### config.mk
export PLATFORM = sky130hd
export DESIGN_NAME = kcjp_ctrl
export DESIGN_NICKNAME = d
export VERILOG_FILES = /design/src/hw/rtl/kcjp_pkg.sv /design/src/hw/rtl/kcjp_ctrl.sv
export SDC_FILE = /design/constraint.sdc
export NUM_CORES = 1
export LEC_CHECK = 0
export BUFFER_PORTS_ARGS = -buffer_cell sky130_fd_sc_hd__buf_4
export CAP_MARGIN = 20
export CORE_AREA = 2 2 39 41
export DETAILED_ROUTE_END_ITERATION = 8
export DIE_AREA = 0 0 41 43
export GPL_ROUTABILITY_DRIVEN = 1
export GPL_TIMING_DRIVEN = 0
export PLACE_DENSITY_LB_ADDON = 0.05
export SYNTH_ARGS = -nofsm -noshare
export SYNTH_HDL_FRONTEND = slang
export SYNTH_SLANG_ARGS = --single-unit
### constraint.sdc
create_clock -name clk -period 1.08 [get_ports clk]
set_input_delay 0.216 -clock clk [delete_from_list [all_inputs] [get_ports clk]]
set_output_delay 0.216 -clock clk [all_outputs]
set_load 0.02 [all_outputs]
### src/hw/rtl/kcjp_pkg.sv
// Shared types and constants for the joint position block.
`default_nettype none
package kcjp_pkg;
    localparam int unsigned WORD_W = 32;
    localparam logic [1:0] CFG_BASE_X = 2'd0;
    localparam logic [1:0] CFG_BASE_Y = 2'd1;
    localparam logic [1:0] CFG_BASE_Z = 2'd2;

    typedef struct packed {
        logic       start;     // latch item, begin row
        logic       clear_pp;  // row 0: zero partial product
        logic       load_id;   // first frame: identity
        logic [1:0] step;      // lane step 0..3 (matrix row i)
        logic       mac;       // do one row-i step of the outer product
        logic       commit;    // row 3: P -> A
        logic       pt_mac;    // point transform step
    } kcjp_cmd_t;

    typedef struct packed {
        logic       row_last;  // latched row_index == 3
    } kcjp_sts_t;

    function automatic logic signed [31:0] sat32(input logic signed [65:0] v);
        if (v > 66'sd2147483647) return 32'sh7fffffff;
        if (v < -66'sd2147483648) return 32'sh80000000;
        return v[31:0];
    endfunction
endpackage
`default_nettype wire

### src/hw/rtl/kcjp_ctrl.sv
// Controller sequencing the row steps and point transform.
`default_nettype none
module kcjp_ctrl
    import kcjp_pkg::*;
(
    input  wire logic      clk,
    input  wire logic      rst_n,
    input  wire logic      in_valid,
    output logic           in_ready,
    input  wire logic      first_frame,
    input  wire logic [1:0] row_index,
    input  wire kcjp_sts_t sts,
    input  wire logic      out_busy,
    output logic           out_load,
    output kcjp_cmd_t      cmd
);
    localparam logic [2:0] S_IDLE = 3'd0;
    localparam logic [2:0] S_MAC  = 3'd1;
    localparam logic [2:0] S_COM  = 3'd2;
    localparam logic [2:0] S_PT   = 3'd3;
    localparam logic [2:0] S_EMIT = 3'd4;

    logic [2:0] state_reg, state_next;
    logic [1:0] cnt_reg, cnt_next;

    always_ff @(posedge clk or negedge rst_n)
    begin
        if (!rst_n)
        begin
            state_reg <= S_IDLE;
            cnt_reg   <= 2'd0;
        end
        else
        begin
            state_reg <= state_next;
            cnt_reg   <= cnt_next;
        end
    end

    always_comb
    begin
        state_next = state_reg;
        cnt_next   = cnt_reg;
        in_ready   = (state_reg == S_IDLE);
        out_load   = 1'b0;
        cmd        = '0;
        cmd.step   = cnt_reg;
        unique case (state_reg)
            S_IDLE:
            begin
                if (in_valid)
                begin
                    cmd.start    = 1'b1;
                    cmd.clear_pp = (row_index == 2'd0);
                    cmd.load_id  = (row_index == 2'd0) && first_frame;
                    cnt_next     = 2'd0;
                    state_next   = S_MAC;
                end
            end
            S_MAC:
            begin
                cmd.mac  = 1'b1;
                cnt_next = cnt_reg + 2'd1;
                if (cnt_reg == 2'd3)
                    state_next = sts.row_last ? S_COM : S_IDLE;
            end
            S_COM:
            begin
                cmd.commit = 1'b1;
                cnt_next   = 2'd0;
                state_next = S_PT;
            end
            S_PT:
            begin
                cmd.pt_mac = 1'b1;
                cnt_next   = cnt_reg + 2'd1;
                if (cnt_reg == 2'd3)
                    state_next = S_EMIT;
            end
            S_EMIT:
            begin
                if (!out_busy)
                begin
                    out_load   = 1'b1;
                    state_next = S_IDLE;
                end
            end
            default: state_next = S_IDLE;
        endcase
    end

    ast_emit_busy: assert property (@(posedge clk) disable iff (!rst_n)
        out_load |-> !out_busy) else $error("load into busy output");
    ast_ready_idle: assert property (@(posedge clk) disable iff (!rst_n)
        cmd.mac |-> !in_ready) else $error("ready during row work");
    ast_com_pt: assert property (@(posedge clk) disable iff (!rst_n)
        cmd.commit |=> cmd.pt_mac) else $error("commit not followed by point");
endmodule
`default_nettype wire

==> impl_metrics.toml, run 1 <==
[status]
status = "finished, violations left"
violations = "negative setup slack"

[power_and_ir_drop]
powerDensity_nw_per_um2 = 2610
peakVddDrop_v = 0.00123
p_clk_share_pct = 10.9
switching_share_pct = 37.4
cell_internal_pwr_mw = 1.27
total_power_mw = 2.02
p_seq_share_pct = 19.1
comb_power_share_pct = 70.0
total_leakage_power_nw = 0.355
p_sw_mw = 0.756

[clock_tree]
cts_max_level = 1
clkLatencyLatePin_ns = 0.25
clock_sinks = 5
numCtsBuffers = 3
cts_tree = "built"
cts_root_buf = "clkbuf_4"
clk_pin_slew_ns = 0.05
clockBufferDepth = 2

[placement]
placed_area_um2 = 567
port_buffers = 17
gp_congestion = 0.684
hpwlAfterDp_um = 705
dp_cells = 65

[sta]
relSlewSlack_pct = 84.2
skew_ns = 0.00772
slew_violations = 0
grt_setup_unrepaired = "yes"
timing.final.crit_share_pct = 141
maxClockFrequency_ghz = 0.656
whs_ns = 0.213
fin_crit_ns = 1.52
hold_viol = 0
final-setup-viol-count = 14
tightest_slew_ns = 0.236
setup_ws_ns = -0.445

[grt]
grt_pass1_wl_um = 1330
grt_usage_pct = 11.8
grt_pass1_vias = 318
grt_overflow = 0
antenna_found_initial = 0
grt_max_degree = 11

[critical_path]
cp-endpoint = "cmd[5]"
critical_path.max_fanout = 3
crit_path_end_kind = "output pin"
reg2reg_to = "cnt_reg[1]"
startpoint = "state_reg[1]"
worstSetupStartpointType = "register"
rr_startpoint = "state_reg[2]"
cp.arrival_ns = 1.31
rrSetupSlack_ns = -0.19
rr_worst_depth = 5
path_class = "register to output pin"
cp.required_ns = 0.86

[synth]
syn_avg_cell_area_um2 = 11.2
ys_types = 24
synth_top_area_share_pct = 35.0
synth_area_um2 = 358
synthSimpleGateAreaFrac_pct = 39.5
synth_compound_area_share_pct = 13.6
syn-instance-count = 32
ys_seq_area_share_pct = 35.0
yosysWarnings = 0
synth_top_family_by_area = "simple AND/OR/NAND/NOR gates"
synth_xor_area_share_pct = 0
synthAdderAreaFrac_pct = 3.50
synth_top_cell_by_area = "dfrtp_1"
synthTopCellsByArea = "dfrtp_1 (35%), nor4b_4 (6.6%), buf_6 (6.3%)"
synthMuxAreaShare_pct = 0
postSynthNetCount = 41
ys_ff_latch = 5

[route]
routed_wl_um = 1010
vias = 376
firstDrtPassIters = 3
drt_iter0_drc = 2
wire_per_inst_um = 12.1
drtAntennaViolNets = 0
drc = 0
drt-vias-per-instance = 4.53

[cells_and_area]
area_growth_pct = 117
nNetsFinal = 77
largest_reg_flops = 3
n_fill_cell = 124
multi_input_area_um2 = 278
register_area_um2 = 130
layout_commonest_cell = "buf_4"
final_cell_mix = "buf_4 (17), buf_6 (15), dfrtp_2 (4)"
fin_cells = 83
utilization_pct = 56.1
final_layout_size_suffix_gt1_share_pct = 79.1
diodes = 0
final_area_um2 = 776

[flow_run]
max-cap-violations = 0

[floorplan]
start_util_pct = 25.9
fp.dieW_um = 41
die_area_um2 = 1760
placementRows = 14
core_area_um2 = 1380
io_pins = 18
die_y_um = 43

[min_path]
worstHoldPathType = "input pin to register"
[worst max-delay path: stages, from the launching register on]
cell	delay, ns
dfrtp_1	0.41
nor4b_4	0.32
and3_4	0.22
buf_6	0.11
[worst min-delay path by stage]
stage                        start  cells after the start  slack (ns)            to
after floorplan              rst_n                      0       -0.08    cnt_reg[0]
after global placement       rst_n                      1        0.02  state_reg[0]
after detailed placement     rst_n                      1        0.02  state_reg[0]
after CTS                 out_busy                      2        0.22  state_reg[2]
after global routing      out_busy                      2        0.21  state_reg[2]
final                     out_busy                      2        0.21  state_reg[2]
[per-stage QoR]
| stage | setup slack [ns] | setup TNS (ns) |
|---|---|---|
| finish | -0.445 | -3.57 |
| global route | -0.516 | -4.20 |
| CTS | -0.457 | -3.39 |
| detailed placement | -0.214 | -1.22 |
| global placement | -0.208 | -1.15 |
| floorplan | -0.278 | -0.965 |
[power groups by stage]
stage / registers (mW) / logic [mW] / clock network (mW)
floorplan: 0.424 / 0.632 / 0
finish: 0.387 / 1.42 / 0.221
global route: 0.400 / 1.51 / 0.239
detailed placement: 0.394 / 0.974 / 0
global placement: 0.388 / 0.933 / 0
CTS: 0.391 / 1.22 / 0.222
[area by class of cell]
type,instances,share of cell area [%]
clock buffers,4,3.39
multi-input cells,24,35.8
well taps,16,2.58
repair buffers,31,36.6
plain buffers,3,4.84
flip-flops and latches,5,16.8
[Yosys cell counts]
master,number
o22a_1,1
nor4b_4,1
and3_1,1
ha_1,1
a211o_1,1
a21bo_1,1
and4b_2,1
and2_1,2
and2b_1,1
nor2_1,2
nor3_1,1
buf_4,1
buf_6,2
a21oi_1,1
nor4b_1,1
and3b_2,1
a31o_1,1
a211oi_1,1
nor3b_1,2
nand2b_1,1
dfrtp_1,5
nand4b_1,1
nor3_2,1
and3b_1,1
[metal layers]
layer	part of all wire, %	global-route usage, %	vias to the layer above
li1	-	-	188
met1	41	12.5	174
met2	51	19.1	12
met3	6.2	4.71	2
met4	1.1	6.00	0
met5	0	0	-
[timing repair]
action | CTS | global route
hold endpoints to repair | 5 | 0
gates resized for setup | 9 | 11
pin swaps | 3 | 3
hold buffers | 1 | 0
buffers inserted | 8 | 5
setup endpoints to repair | 11 | 13
[logic make-up (layout without fill, tap and decap cells)]
kind of cell | after synthesis | in the layout
AO/OA/AOI/OAI | 6 | 6
adder cells (fa/ha/maj) | 1 | 1
buffers and inverters | 3 | 38
flip-flops | 5 | 5
AND/OR/NAND/NOR | 17 | 17
Power figures use the tool's default switching activity.
==> run 2, diff against run 1 <==
CELL_PAD_IN_SITES_DETAIL_PLACEMENT = 1   (was unset)
CELL_PAD_IN_SITES_GLOBAL_PLACEMENT = 2   (was unset)
CORE_AREA = unset   (was 2 2 39 41)
CORE_MARGIN = 2   (was unset)
CORE_UTILIZATION = 21   (was unset)
DIE_AREA = unset   (was 0 0 41 43)
SKIP_LAST_GASP = 1   (was unset)
==> run 2 against run 1 <==
  * The run still ends with negative setup slack left
  * Cell area decreased by 9.2%
  * Routed wire length is 8.9% higher
  * Combinational power fell by 15%
  * Die area is 16% higher
  * Worst setup slack worse by 0.011 ns
  * Clock power shrank 4%
  * Power decreased by 11%
  * Critical path type unchanged
  * Critical endpoint unchanged
==> impl_metrics.toml, run 2 (synthesis results as in run 1) <==
[cells_and_area]
largest_reg_flops = 3
final_cell_mix = "buf_4 (17), buf_6 (8), dfrtp_2 (4)"
diodes = 0
final_layout_size_suffix_gt1_share_pct = 76.7
fin_cells = 76
final_area_um2 = 704
n_fill_cell = 177
nNetsFinal = 70
area_growth_pct = 96.9
layout_commonest_cell = "buf_4"

[floorplan]
fp.dieW_um = 45.3
core_area_um2 = 1560
io_pins = 18
start_util_pct = 23.0
placementRows = 14
die_area_um2 = 2050
die_y_um = 45.3

[placement]
hpwlAfterDp_um = 779
post-place-ws_ns = -0.270
dp_cells = 65
gp_congestion = 0.767
placed_area_um2 = 567
port_buffers = 17

[power_and_ir_drop]
p_sw_mw = 0.722
p_seq_share_pct = 21.6
peakVddDrop_v = 0.00131
switching_share_pct = 40.2
total_leakage_power_nw = 0.314
comb_power_share_pct = 66.6
cell_internal_pwr_mw = 1.08
total_power_mw = 1.80
powerDensity_nw_per_um2 = 2550
p_clk_share_pct = 11.8

[critical_path]
cp_cell_sequence = "nor4b_4, and3_4, buf_6"
rrSetupSlack_ns = -0.29
path_class = "register to output pin"
cp.required_ns = 0.86
rr_startpoint = "state_reg[2]"
critPathSlowestCell = "dfrtp_2"
rr_worst_depth = 5
critical_path.max_fanout = 3
worstSetupStartpointType = "register"
startpoint = "state_reg[2]"
reg2reg_to = "cnt_reg[1]"
cp-endpoint = "cmd[5]"
crit_path_end_kind = "output pin"
critPathMaxStageDelay_ns = 0.42
cp.arrival_ns = 1.32

[grt]
grt_pass1_vias = 416
grt_pass1_wl_um = 1800
grt_usage_pct = 12.1
grt_overflow = 0
antenna_found_initial = 0
grt_max_degree = 11

[status]
violations = "negative setup slack"
status = "finished, violations left"

[sta]
grt_setup_unrepaired = "yes"
maxClockFrequency_ghz = 0.651
whs_ns = 0.241
hold_viol = 0
final-setup-viol-count = 12
relSlewSlack_pct = 82.8
skew_ns = 0.00130
tightest_slew_ns = 0.257
slew_violations = 0
timing.final.crit_share_pct = 142
setup_ws_ns = -0.456
fin_crit_ns = 1.54

[clock_tree]
cts_root_buf = "clkbuf_4"
clk_pin_slew_ns = 0.05
numCtsBuffers = 3
cts_max_level = 1
clockBufferDepth = 2
clkLatencyLatePin_ns = 0.23
cts_tree = "built"
clock_sinks = 5

[route]
routed_wl_um = 1100
vias = 361
drtAntennaViolNets = 0
drc = 0
wire_per_inst_um = 14.4
drt_iter0_drc = 1
drt-vias-per-instance = 4.75
firstDrtPassIters = 2

[min_path]
worstHoldPathType = "input pin to register"

[flow_run]
max-cap-violations = 0
run 2: how the worst min path moves through the flow:
stage,startpoint,end,cells past startpoint
after floorplan,rst_n,cnt_reg[0],0
after CTS,out_busy,state_reg[2],2
after global routing,out_busy,state_reg[2],2
final,out_busy,state_reg[2],2
after detailed placement,rst_n,state_reg[2],1
after global placement,rst_n,state_reg[1],1
run 2: repair_timing:
action | 4_1_cts | 5_1_grt
pin swaps | 2 | 1
buffers inserted | 5 | 1
endpoints found under the setup margin | 12 | 13
hold buffers | 1 | 0
resized for setup | 12 | 2
endpoints found under the hold margin | 5 | 0
run 2: power groups by stage:
stage               Clock (mW)  Combinational (mW)  Sequential (mW)
detailed placement           0               0.979            0.398
CTS                      0.220                1.17            0.387
global route             0.230                1.30            0.397
finish                   0.213                1.20            0.388
global placement             0               0.938            0.391
floorplan                    0               0.632            0.424
run 2: layer usage:
layer | GRT usage [%] | part of all wire, % | vias to the layer above
li1 | - | - | 177
met1 | 13.5 | 41 | 175
met2 | 22.9 | 55 | 9
met3 | 1.20 | 3.6 | 0
met4 | 5.29 | 0 | 0
met5 | 0 | 0 | -
run 2: area by class of cell:
| cell class | count | area [um2] | area share [%] |
|---|---|---|---|
| Clock buffer | 4 | 26.3 | 3.73 |
| Sequential cell | 5 | 130 | 18.5 |
| Buffer | 3 | 37.5 | 5.33 |
| Multi-Input combinational cell | 24 | 285 | 40.5 |
| Timing Repair Buffer | 24 | 205 | 29.1 |
| Tap cell | 16 | 20.0 | 2.84 |
run 2: per-stage QoR:
step           util, %  TNS (ns)
2_1_floorplan        -    -0.965
3_3_place_gp      36.4     -1.20
3_5_place_dp      36.4     -1.58
4_1_cts           43.9     -3.91
5_1_grt           45.2     -4.49
6_report          45.2     -3.75
run 2: worst max-delay path, delay by kind of cell, from the launching register on:
family | cells | cell delay, ns
DFF | 1 | 0.42
buffers and inverters | 1 | 0.11
and+or+nand+nor | 2 | 0.56
==> run 3, diff against run 2 <==
SKIP_CTS_REPAIR_TIMING = 1   (was unset)
==> run 3 against run 2 <==
  * The flow still finishes with violations (negative setup slack)
  * Clock-buffer cell count unchanged
  * Clock skew hardly changed
  * Power increased by 7.8%
  * Sequential share of layout area is 0.85 points lower
  * Largest power group unchanged
  * Cell area up 4.8%
  * Clock power barely moved
  * Utilization rose by 2.2 points
  * Final cell count is 1.3% higher
  * Routed wire length up 5.7%
  * Non-clock buffer count rose by 1
  * Critical path type unchanged
==> impl_metrics.toml, run 3 (synthesis results as in run 1) <==
[clock_tree]
clockBufferDepth = 2
clock_sinks = 5
cts_root_buf = "clkbuf_4"
cts_tree = "built"
cts_max_level = 1
numCtsBuffers = 3
clk_pin_slew_ns = 0.05
clkLatencyLatePin_ns = 0.23

[route]
drt-vias-per-instance = 4.78
vias = 368
firstDrtPassIters = 2
drt_iter0_drc = 1
drtAntennaViolNets = 0
drc = 0
routed_wl_um = 1160
wire_per_inst_um = 15.0

[cells_and_area]
diodes = 0
largest_reg_flops = 3
layout_commonest_cell = "buf_4"
nNetsFinal = 71
final_layout_size_suffix_gt1_share_pct = 75.4
final_cell_mix = "buf_4 (16), buf_6 (8), dfrtp_2 (4)"
utilization_pct = 47.4
area_growth_pct = 106

[floorplan]
placementRows = 14
die_area_um2 = 2050
io_pins = 18
core_area_um2 = 1560
die_y_um = 45.3
fp.dieW_um = 45.3
start_util_pct = 23.0

[critical_path]
critical_path.max_fanout = 3
cp.arrival_ns = 1.33
path_class = "register to output pin"
cp.required_ns = 0.86
rrSetupSlack_ns = -0.15
worstSetupStartpointType = "register"
crit_path_end_kind = "output pin"

[sta]
tightest_slew_ns = 0.258
setup_ws_ns = -0.467
grt_setup_unrepaired = "yes"
slew_violations = 0
relSlewSlack_pct = 82.7
fin_crit_ns = 1.55
final-setup-viol-count = 13
maxClockFrequency_ghz = 0.646
timing.final.crit_share_pct = 143
skew_ns = 0.00169
hold_viol = 0

[placement]
hpwlAfterDp_um = 779
port_buffers = 17
post-place-ws_ns = -0.270
gp_congestion = 0.767

[grt]
antenna_found_initial = 0
grt_usage_pct = 11.4
grt_overflow = 0
grt_pass1_wl_um = 1690
grt_max_degree = 11
grt_pass1_vias = 381

[power_and_ir_drop]
total_leakage_power_nw = 0.330
powerDensity_nw_per_um2 = 2630
peakVddDrop_v = 0.00113

[min_path]
worstHoldPathType = "input pin to register"

[status]
status = "finished, violations left"
violations = "negative setup slack"

[flow_run]
max-cap-violations = 0
==> run 3: per-layer routing <==
| metal | wire length, um | vias to the layer above | track usage (%) |
|---|---|---|---|
| met2 | 608 | 11 | 20.9 |
| met5 | 0 | - | 0 |
| met4 | 21 | 0 | 5.29 |
| met1 | 485 | 179 | 13.0 |
| met3 | 42 | 2 | 1.20 |
| li1 | - | 176 | - |
==> run 3: report_power, final <==
part | leakage [nW] | total (mW) | switching [mW] | internal (mW)
clock | 0.0150 | 0.212 | 0.0730 | 0.139
sequential | 0.0565 | 0.402 | 0.123 | 0.279
combinational | 0.258 | 1.32 | 0.558 | 0.767
==> run 3: final timing paths <==
path | end | cells past startpoint | from
setup / recovery | cmd[5] | 3 | state_reg[2]
hold / removal | state_reg[2] | 2 | out_busy
setup reg to reg | cnt_reg[1] | 4 | state_reg[2]
hold reg to reg | cnt_reg[1] | 1 | cnt_reg[1]
max in group asynchronous | cnt_reg[0] | 2 | rst_n
min in group asynchronous | state_reg[1] | 2 | rst_n
==> run 3: layout make-up <==
class,count,area (um2)
flip-flops and latches,5,130
multi-input cells,24,282
fillers,178,821
clock buffers,4,26.3
plain buffers,3,46.3
well taps,16,20.0
repair buffers,25,234
==> run 3: metrics by stage <==
stage / TNS [ns] / power [mW] / cells / hold slack [ns] / instance area, um2
after floorplan: -0.965 / 1.06 / 32 / -0.0796 / 419
after global placement: -1.20 / 1.33 / 65 / 0.0191 / 567
after detailed placement: -1.58 / 1.38 / 65 / 0.0240 / 567
after CTS: -3.84 / 1.60 / 69 / -0.230 / 593
after global routing: -4.65 / 2.08 / 77 / 0.251 / 738
final: -3.82 / 1.94 / 77 / 0.240 / 738
==> run 3: critical path, cell delays in order (launching register included) <==
cell and delay, ns:
dfrtp_2 0.42, nor4b_4 0.33, and3_4 0.23, buf_6 0.11
